### src/emvt_pkg.sv
// ============================================================================
// Encoder multi-turn velocity tracker package
// Shared widths, register indexes and reset values of the tracker.
// ============================================================================
`default_nettype none

package emvt_pkg;

    // Configuration port geometry.
    localparam int CFG_INDEX_BITS = 2;
    localparam int CFG_DATA_BITS  = 12;

    // Configuration register widths.
    localparam int POLE_BITS   = 6;
    localparam int OFFSET_BITS = 12;

    typedef logic [CFG_INDEX_BITS-1:0] cfg_index_t;

    // Register indexes on the configuration port.
    localparam cfg_index_t REG_POLE_COUNT  = cfg_index_t'(0);
    localparam cfg_index_t REG_ELEC_OFFSET = cfg_index_t'(1);

    // Register reset values.
    localparam logic [POLE_BITS-1:0]   POLE_RESET   = POLE_BITS'(7);
    localparam logic [OFFSET_BITS-1:0] OFFSET_RESET = '0;

endpackage : emvt_pkg

`default_nettype wire

### src/emvt_in_stage.sv
// ============================================================================
// Encoder tracker input stage
// Registers one accepted angle sample and holds it until the tracking stage
// takes it.
// ============================================================================
`default_nettype none

module emvt_in_stage #(
    parameter int ANGLE_BITS = 12
) (
    input  wire logic                  clk,
    input  wire logic                  rst_n,
    input  wire logic                  in_valid,
    output logic                       in_stall,
    input  wire logic [ANGLE_BITS-1:0] raw_angle,
    input  wire logic                  take,
    output logic                       held_valid,
    output logic [ANGLE_BITS-1:0]      held_raw
);

    logic                  valid_reg;
    logic                  valid_next;
    logic [ANGLE_BITS-1:0] raw_reg;
    logic                  accept;

    // The stage is blocked only while it holds a sample that cannot move on.
    assign in_stall = valid_reg && !take;
    assign accept   = in_valid && !in_stall;

    always_comb
    begin
        valid_next = valid_reg;
        if (accept)
        begin
            valid_next = 1'b1;
        end
        else if (take)
        begin
            valid_next = 1'b0;
        end
    end

    // Control state.
    always_ff @(posedge clk or negedge rst_n)
    begin
        if (!rst_n)
        begin
            valid_reg <= 1'b0;
        end
        else
        begin
            valid_reg <= valid_next;
        end
    end

    // Sample register.
    always_ff @(posedge clk)
    begin
        if (accept)
        begin
            raw_reg <= raw_angle;
        end
    end

    assign held_valid = valid_reg;
    assign held_raw   = raw_reg;

endmodule : emvt_in_stage

`default_nettype wire

### src/emvt_track.sv
// ============================================================================
// Encoder tracker unwrap stage
// Holds the turn state and configuration, unwraps each sample and registers
// the full angle, turn count, velocity and electrical angle.
// ============================================================================
`default_nettype none

module emvt_track #(
    parameter int TURN_BITS  = 24,
    parameter int ANGLE_BITS = 12
) (
    input  wire logic                              clk,
    input  wire logic                              rst_n,
    input  wire logic                              cfg_we,
    input  wire emvt_pkg::cfg_index_t              cfg_index,
    input  wire logic [emvt_pkg::CFG_DATA_BITS-1:0] cfg_data,
    input  wire logic                              held_valid,
    input  wire logic [ANGLE_BITS-1:0]             held_raw,
    output logic                                   take,
    output logic                                   out_valid,
    input  wire logic                              out_stall,
    output logic signed [TURN_BITS+ANGLE_BITS-1:0] multiturn_angle,
    output logic signed [TURN_BITS-1:0]            turn_count,
    output logic signed [ANGLE_BITS:0]             velocity_delta,
    output logic [ANGLE_BITS-1:0]                  electrical_angle
);

    localparam int PROD_BITS = emvt_pkg::POLE_BITS + ANGLE_BITS;
    localparam int OFFW_BITS = emvt_pkg::OFFSET_BITS + ANGLE_BITS;

    logic [emvt_pkg::POLE_BITS-1:0]   pole_reg;
    logic [emvt_pkg::OFFSET_BITS-1:0] offset_reg;
    logic [ANGLE_BITS-1:0]            prev_raw_reg;
    logic [TURN_BITS-1:0]             turn_reg;
    logic [TURN_BITS-1:0]             turn_next;
    logic                             out_valid_reg;
    logic                             out_valid_next;
    logic [TURN_BITS+ANGLE_BITS-1:0]  full_reg;
    logic [TURN_BITS-1:0]             turn_out_reg;
    logic [ANGLE_BITS:0]              vel_reg;
    logic [ANGLE_BITS:0]              vel_next;
    logic [ANGLE_BITS-1:0]            elec_reg;
    logic [ANGLE_BITS-1:0]            elec_next;

    logic                             fire;
    logic [ANGLE_BITS:0]              diff;
    logic [ANGLE_BITS:0]              diff_neg;
    logic [ANGLE_BITS-1:0]            mag;
    logic [ANGLE_BITS+2:0]            mag5;
    logic [ANGLE_BITS+2:0]            wrap_limit;
    logic                             wrapped;
    logic [PROD_BITS-1:0]             prod;
    logic [OFFW_BITS-1:0]             offset_wide;

    // The result register can take a new item when empty or being drained.
    assign take = !out_valid_reg || !out_stall;
    assign fire = held_valid && take;

    // Raw difference and its magnitude against the 0.8 turn threshold.
    assign diff       = {1'b0, held_raw} - {1'b0, prev_raw_reg};
    assign diff_neg   = -diff;
    assign mag        = diff[ANGLE_BITS] ? diff_neg[ANGLE_BITS-1:0] : diff[ANGLE_BITS-1:0];
    assign mag5       = {1'b0, mag, 2'b00} + {3'b000, mag};
    assign wrap_limit = {3'b100, {ANGLE_BITS{1'b0}}};
    assign wrapped    = mag5 > wrap_limit;

    // A forward step across zero reads as a large negative difference.
    always_comb
    begin
        turn_next = turn_reg;
        if (wrapped)
        begin
            if (diff[ANGLE_BITS])
            begin
                turn_next = turn_reg + TURN_BITS'(1);
            end
            else
            begin
                turn_next = turn_reg - TURN_BITS'(1);
            end
        end
    end

    // Only the low bits of the full angle reach the velocity output.
    assign vel_next = {turn_next[0], held_raw} - {turn_reg[0], prev_raw_reg};

    // Electrical angle, taken modulo one turn.
    assign prod        = {{emvt_pkg::POLE_BITS{1'b0}}, held_raw} *
                         {{ANGLE_BITS{1'b0}}, pole_reg};
    assign offset_wide = {{ANGLE_BITS{1'b0}}, offset_reg};
    assign elec_next   = prod[ANGLE_BITS-1:0] - offset_wide[ANGLE_BITS-1:0];

    always_comb
    begin
        out_valid_next = out_valid_reg;
        if (fire)
        begin
            out_valid_next = 1'b1;
        end
        else if (!out_stall)
        begin
            out_valid_next = 1'b0;
        end
    end

    // Configuration registers; unknown indexes are ignored.
    always_ff @(posedge clk or negedge rst_n)
    begin
        if (!rst_n)
        begin
            pole_reg   <= emvt_pkg::POLE_RESET;
            offset_reg <= emvt_pkg::OFFSET_RESET;
        end
        else if (cfg_we)
        begin
            case (cfg_index)
                emvt_pkg::REG_POLE_COUNT:
                begin
                    pole_reg <= cfg_data[emvt_pkg::POLE_BITS-1:0];
                end
                emvt_pkg::REG_ELEC_OFFSET:
                begin
                    offset_reg <= cfg_data[emvt_pkg::OFFSET_BITS-1:0];
                end
                default:
                begin
                end
            endcase
        end
    end

    // Tracking state and result valid.
    always_ff @(posedge clk or negedge rst_n)
    begin
        if (!rst_n)
        begin
            prev_raw_reg  <= '0;
            turn_reg      <= '0;
            out_valid_reg <= 1'b0;
        end
        else
        begin
            out_valid_reg <= out_valid_next;
            if (fire)
            begin
                prev_raw_reg <= held_raw;
                turn_reg     <= turn_next;
            end
        end
    end

    // Result payload register.
    always_ff @(posedge clk)
    begin
        if (fire)
        begin
            full_reg     <= {turn_next, held_raw};
            turn_out_reg <= turn_next;
            vel_reg      <= vel_next;
            elec_reg     <= elec_next;
        end
    end

    assign out_valid        = out_valid_reg;
    assign multiturn_angle  = full_reg;
    assign turn_count       = turn_out_reg;
    assign velocity_delta   = vel_reg;
    assign electrical_angle = elec_reg;

endmodule : emvt_track

`default_nettype wire

### src/encoder_multiturn_velocity_tracker_top.sv
// ============================================================================
// Encoder multi-turn velocity tracker
// Unwraps single-turn absolute encoder samples into a multi-turn angle and
// gives per-sample velocity and electrical angle.
// ============================================================================
// Usage:
// Samples enter on in_valid/in_stall with raw_angle; a request is taken at a
// rising edge with in_valid high and in_stall low. Each sample gives exactly
// one result on out_valid/out_stall carrying multiturn_angle, turn_count,
// velocity_delta and electrical_angle. out_valid rises once the sample has
// passed the input and result registers; throughput is one sample per cycle
// while out_stall is low, set by the unwrap loop that updates the turn
// counter. A stalled result holds; the input register still takes one
// further sample, after which in_stall rises until the result is taken.
// Reset clears the turn state, the previous sample and both valids, and loads
// the pole pair count with 7 and the electrical offset with 0. Registers are
// written through cfg_we, cfg_index and cfg_data, by the user only while the
// block is idle (not enforced by the block); unknown indexes are ignored.
// ============================================================================
`default_nettype none

module encoder_multiturn_velocity_tracker_top #(
    parameter int TURN_BITS  = 24,
    parameter int ANGLE_BITS = 12
) (
    input  wire logic                               clk,
    input  wire logic                               rst_n,
    input  wire logic                               cfg_we,
    input  wire emvt_pkg::cfg_index_t               cfg_index,
    input  wire logic [emvt_pkg::CFG_DATA_BITS-1:0] cfg_data,
    input  wire logic                               in_valid,
    output logic                                    in_stall,
    input  wire logic [ANGLE_BITS-1:0]              raw_angle,
    output logic                                    out_valid,
    input  wire logic                               out_stall,
    output logic signed [TURN_BITS+ANGLE_BITS-1:0]  multiturn_angle,
    output logic signed [TURN_BITS-1:0]             turn_count,
    output logic signed [ANGLE_BITS:0]              velocity_delta,
    output logic [ANGLE_BITS-1:0]                   electrical_angle
);

    logic                  take;
    logic                  held_valid;
    logic [ANGLE_BITS-1:0] held_raw;

    // Input sample register.
    emvt_in_stage #(
        .ANGLE_BITS (ANGLE_BITS)
    ) u_in_stage (
        .clk        (clk),
        .rst_n      (rst_n),
        .in_valid   (in_valid),
        .in_stall   (in_stall),
        .raw_angle  (raw_angle),
        .take       (take),
        .held_valid (held_valid),
        .held_raw   (held_raw)
    );

    // Unwrap, velocity and electrical angle with the result register.
    emvt_track #(
        .TURN_BITS  (TURN_BITS),
        .ANGLE_BITS (ANGLE_BITS)
    ) u_track (
        .clk              (clk),
        .rst_n            (rst_n),
        .cfg_we           (cfg_we),
        .cfg_index        (cfg_index),
        .cfg_data         (cfg_data),
        .held_valid       (held_valid),
        .held_raw         (held_raw),
        .take             (take),
        .out_valid        (out_valid),
        .out_stall        (out_stall),
        .multiturn_angle  (multiturn_angle),
        .turn_count       (turn_count),
        .velocity_delta   (velocity_delta),
        .electrical_angle (electrical_angle)
    );

endmodule : encoder_multiturn_velocity_tracker_top

`default_nettype wire

### config.mk
export PLATFORM = sky130hd
export DESIGN_NAME = encoder_multiturn_velocity_tracker_top
export DESIGN_NICKNAME = d
export VERILOG_FILES = /design/src/emvt_pkg.sv /design/src/emvt_in_stage.sv /design/src/emvt_track.sv /design/src/encoder_multiturn_velocity_tracker_top.sv
export SDC_FILE = /design/constraint.sdc
export NUM_CORES = 1
export LEC_CHECK = 0
export ABC_AREA = 1
export BUFFER_PORTS_ARGS = -buffer_cell sky130_fd_sc_hd__clkbuf_2
export CORE_AREA = 2 2 140 142
export DETAILED_ROUTE_END_ITERATION = 8
export DIE_AREA = 0 0 142 144
export PLACE_DENSITY_LB_ADDON = 0.1
export SYNTH_ARGS = -nofsm -noshare
export SYNTH_HDL_FRONTEND = slang
export SYNTH_SLANG_ARGS = --single-unit
### constraint.sdc
create_clock -name clk -period 9.2 [get_ports clk]
set_input_delay 0.46 -clock clk [delete_from_list [all_inputs] [get_ports clk]]
set_output_delay 0.46 -clock clk [all_outputs]
set_load 0.02 [all_outputs]
### Word level (Yosys, flattened, before mapping)

Cells that the tools add are included.

* shift-type cells: 0
* magnitude comparators: 1
* reductions and logical operators: 12
* multipliers: 1
* $add $sub $neg: 7
* equal/unequal tests: 2
* divide/modulo/power cells: 0
* multiplexer cells: 7
* bitwise logic cells: 0

Operators by type and width (number)
* 24-bit two-way mux: 2
* 24-bit by 1-bit adder with 24-bit output, second input constant: 1
* 24-bit by 1-bit subtractor with 24-bit output, second input constant: 1
* 14-bit by 12-bit adder with 15-bit output: 1
* 15-bit greater-than comparator, second input constant: 1
* 12-bit by 12-bit subtractor with 13-bit output: 1
* 13-bit subtractor: 1
* 12-bit by 6-bit multiplier with 12-bit output: 1
* 12-bit two-way mux: 1
* 12-bit negation: 1
* 12-bit subtractor: 1
* 1-bit zero test: 4
* 1-bit two-way mux: 4
* 2-bit AND reduction: 2
* 1-bit logical AND: 3
* 2-bit by 1-bit == test with 1-bit output, second input constant: 1
* 2-bit zero test: 1
* 2-bit by 1-bit inequality test with 1-bit output, second input constant: 1
* 2-bit nonzero test: 1
* 1-bit logical OR: 1

* bits in latches: 0
* ROM bits: 0
* bits in registers: 153
* memories: 0
* output and inout bits: 87
* bits in writable memories: 0

### Depth between registers and ports, before layout

* depth in word-level cells: 7
* gate-level depth with buffers: 33

### Hierarchy

From an unflattened synthesis, not the netlist that was laid out.

* cells, all modules: 1122
* area total of the unflattened synthesis: 9426.5 µm²

By module, submodules not included
* emvt_track: times used 1, cells an instance 1103, area each 9008.6 µm²
* emvt_in_stage: times used 1, cells an instance 19, area each 417.9 µm²

### Worst setup path after synthesis

No wires, ideal clock.

* kind: flip-flop to flip-flop
* start: reg u_in_stage.raw_reg[0], in the netlist u_in_stage.held_raw[0]
* end: reg u_track.turn_out_reg[0], in the netlist u_track.turn_count[0] (data pin)
* path slack: 4.420 ns
* library setup time: 0.255 ns
* period minus slack after synthesis: 4.780 ns
* required time: 8.945 ns
* cell stages (with the launch flop): 28
* path buffers: 1
* data arrival time: 4.525 ns
* path through: edfxtp_1 -> inv_1 -> ha_1 -> fa_1 -> inv_1 -> nand3_1 -> nand2_2 -> nand2_1 -> nand2_2 -> nand2_2 -> o21ai_4 -> inv_2 -> o21ai_0 -> xor2_1 -> inv_1 -> ha_1 -> a21oi_1 -> or2_2 -> nand3_1 -> nand2_1 -> nand2_1 -> nand3_1 -> o21ai_0 -> nand3_1 -> nand4_2 -> buf_2 -> nand2_1 -> and2_1

* longest elaborated chain between the ends: 6

Ends and longest elaborated chain
* from (decl): line emvt_in_stage.sv:23 `logic [ANGLE_BITS-1:0] raw_reg;`
* from (signal assigned): line emvt_in_stage.sv:61 `raw_reg <= raw_angle;`
* 12-bit by 12-bit subtractor with 13-bit output *: line emvt_track.sv:60 `assign diff = {1'b0, held_raw} - {1'b0, prev_raw_reg};`
* 12-bit negation: line emvt_track.sv:61 `assign diff_neg = -diff;`
* 12-bit two-way mux: line emvt_track.sv:62 `assign mag = diff[ANGLE_BITS] ? diff_neg[ANGLE_BITS-1:0] : diff[ANGLE_BITS-1:0];`
* 14-bit by 12-bit adder with 15-bit output: line emvt_track.sv:63 `assign mag5 = {1'b0, mag, 2'b00} + {3'b000, mag};`
* 15-bit greater-than comparator: line emvt_track.sv:65 `assign wrapped = mag5 > wrap_limit;`
* 24-bit two-way mux *: line emvt_track.sv:71 `if (wrapped)`
* named net u_track.turn_next[0]: line emvt_track.sv:35 `logic [TURN_BITS-1:0] turn_next;`
* to (signal assigned): line emvt_track.sv:158 `turn_out_reg <= turn_next;`
* to (decl): line emvt_track.sv:39 `logic [TURN_BITS-1:0] turn_out_reg;`

Mark *: on every way through the listed nets, which the timed path passes. The rest lies on a longest branch.
A chain may end at the register's enable or synchronous reset.

### Worst setup path in the final report

* start: reg u_in_stage.raw_reg[0], in the netlist u_in_stage.held_raw[0]
* end: reg u_track.turn_out_reg[16], in the netlist u_track.turn_count[16] (data pin)

Same word-level chain as after synthesis.

==> metrics.txt <==
status complete, no violations; fillers ~1700; top-area cell type share of the netlist area a little under a quarter; Total Nets Final approximately 1300; Setup TNS 0 ns; WP data required ~9.4 ns; RSZ-0062 raised after global routing no; Post-synth EDFFs between 70 and 80; Synth Warn # 0; Initial Utilization just under 50%; endpoint class of the critical path register; ranking of synthesized cells by area edfxtp_1 (23%), dfrtp_1 (14%), nand2_1 (14%); largest net degree at the start of global routing between 100 and 150; Post-CTS Resized 0; DR vias approximately 7200; Leak around 5.6 nW; CP dominant cell by count nand2_1; grt total ovfl 0; total die area just over 20000 µm²; iteration count of the initial detailed-routing pass 5; DP Area roughly 10000 µm²; Routed wire per std cell between 10 and 15 µm; ys flop type edfxtp_1; combinational share of power 60.3%; TritonCTS clock tree built; HP Class primary input to asynchronous set/reset pin; total global-route track usage between 20% and 30%; IO buf count between 100 and 150; syn nets around 1200; vias in the first global route between 7000 and 8000; Worst-Skew Late Latency between 0.4 and 0.5 ns; critical path peak fanout 30; final RePlAce weighted congestion approximately 0.85; post-CTS setup buffers 0; post-synthesis sequential area ratio between 30 and 40%; Cell variety after synth 39; Root Buffer clkbuf_16; CTS Buffer Depth 2; final setup fails 0; clock power share 16.8%; Synth Instances 1106; FF-to-FF path depth 27; relative slew slack between 20% and 30%; Arr. time, crit path ~6.1 ns; initial antenna violation count 0; Seq pwr share between 20% and 30%; Sw Pwr just over 0.002 W; Switching Share 46.9%; TritonCTS buffer count 17; DRC viols 0; CTS Hold Bufs 0; max-cap violations 0; ANT nets after route 0; Max Clock Freq between 0.15 and 0.2 GHz; area leader, netlist edfxtp_1; register area 3600 µm²; DR iter-0 viols between 400 and 500; htree depth 4; final hold violation count 0; Peak VDD IR roughly 160 µV; Syn Area/Cell 8.46 µm²; minimum clock period between 5 and 6 ns; routed wl met2 around 9500 µm; HPWL after detailed placement 14700 µm; multi-input logic area between 4000 and 5000 µm²; CP max stage cell o21ai_4; Antenna Diode Count 0; Cell Pwr Density approximately 410 nW/µm²; CTS clk-pin slew, worst paths about 0.060 ns; most common cell after layout, fill and taps aside nand2_1; #FFs+latches synth roughly 130; Core Region between 15000 and 20000 µm²; CP Class register to register; Routed WL ~20000 µm; Core Util, Final roughly 56%; most frequent cells in the layout nand2_1 (337), inv_1 (169), clkbuf_2 (117); Pint 0.00232 W; layout cell share with drive strength beyond 1 ~15%; Post-Syn Area around 9400 µm²; Clock Skews approximately 0.0081 ns; period utilisation layout between 60% and 70%; first-pass GRT wire length 34000 µm; startpoint types register; die height about 140 µm; DR vias/cell about 5; Pins Over Slew Limit 0; met3 wire length 731 µm; CP max stage delay between 0.7 and 0.8 ns; Post-Route M1 WL 9670 µm; Worst Max-Slew Pin Slew ~1.2 ns; Post-synth ARST share a little over two fifths; FP Rows 51; CTS sink cnt ~130; fin area around 11000 µm²; area delta synth->final 13.5%; DR top layer met4; Die Width 142 µm; Ports ~120
area by class of cell:
cell class	instances	share of cell area, %
multi-input combinational	759	45.4
clock buffer	24	4.92
tap	238	2.80
sequential	129	33.9
timing repair buffer	119	5.65
clock inverter	8	1.15
inverter	174	6.17
power by group through the flow:
stage	clock network [W]	logic, W	registers (W)
floorplan	0	0.00203	0.00109
global placement	0	0.00260	0.00101
CTS	0.000751	0.00265	0.00100
finish	0.000737	0.00264	0.00100
detailed placement	0	0.00263	0.00101
global route	0.000770	0.00302	0.00102
routing by layer:
metal | vias up | GRT usage (%)
met2 | 141 | 35.3
met5 | - | 0
met4 | 0 | 5.84
met3 | 14 | 3.21
li1 | 3678 | -
met1 | 3389 | 28.6
cell usage after synthesis (2+ instances only):
master	instances
nand2_1	337
inv_1	169
edfxtp_1	73
ha_1	64
dfrtp_1	53
nand3_1	50
a21oi_1	43
nor2_1	42
o21ai_0	42
fa_1	41
xor2_1	36
buf_4	26
nand2_2	20
xnor2_1	18
clkbuf_1	13
nand4_1	13
and2_1	12
a21o_1	6
mux2_2	6
o21bai_1	6
nand3b_1	5
inv_2	4
a31oi_1	3
dfstp_2	3
nor3_1	3
buf_2	2
buf_6	2
nor4_1	2
o211ai_1	2
kinds of logic after synthesis:
group / share of synthesized area (%)
buf+inv: 9.97
xor+xnor: 5.05
mux: 0.722
simple gates: 22.2
fa+ha+maj: 17.3
flops: 38.4
compound gates: 6.32
through the flow:
step / worst slack [ns] / instances / hold WS (ns) / power, W
global placement: 3.55 / 1419 / 0.468 / 0.00361
global route: 2.62 / 1451 / 0.199 / 0.00481
floorplan: 4.42 / 1106 / 0.164 / 0.00312
CTS: 3.26 / 1451 / 0.195 / 0.00440
finish: 3.30 / 1451 / 0.209 / 0.00437
detailed placement: 3.29 / 1419 / 0.472 / 0.00364
path summary, 6_finish.rpt:
path	from	to	slack, ns
min	rst_n	u_track.offset_reg[10]	0.21
max	u_in_stage.held_raw[0]	u_track.turn_count[16]	3.30
min reg2reg	u_in_stage.held_valid	u_track.out_valid	0.48
max in group asynchronous	rst_n	u_track.turn_reg[23]	8.48
min in group clk	raw_angle[9]	u_in_stage.held_raw[9]	0.21
max reg2reg	u_in_stage.held_raw[0]	u_track.turn_count[16]	3.30
worst max-delay path: cells and delay by family, from the launching register on:
| family | cells | cell delay [ns] |
|---|---|---|
| AOI/OAI and AO/OA | 4 | 1.20 |
| DFF | 1 | 0.51 |
| adders and majority gates | 3 | 1.00 |
| xor gates and xnor gates | 1 | 0.26 |
| buffers and inverters | 4 | 0.58 |
| and+or+nand+nor | 15 | 2.08 |
(Power assumes the default switching activity.)
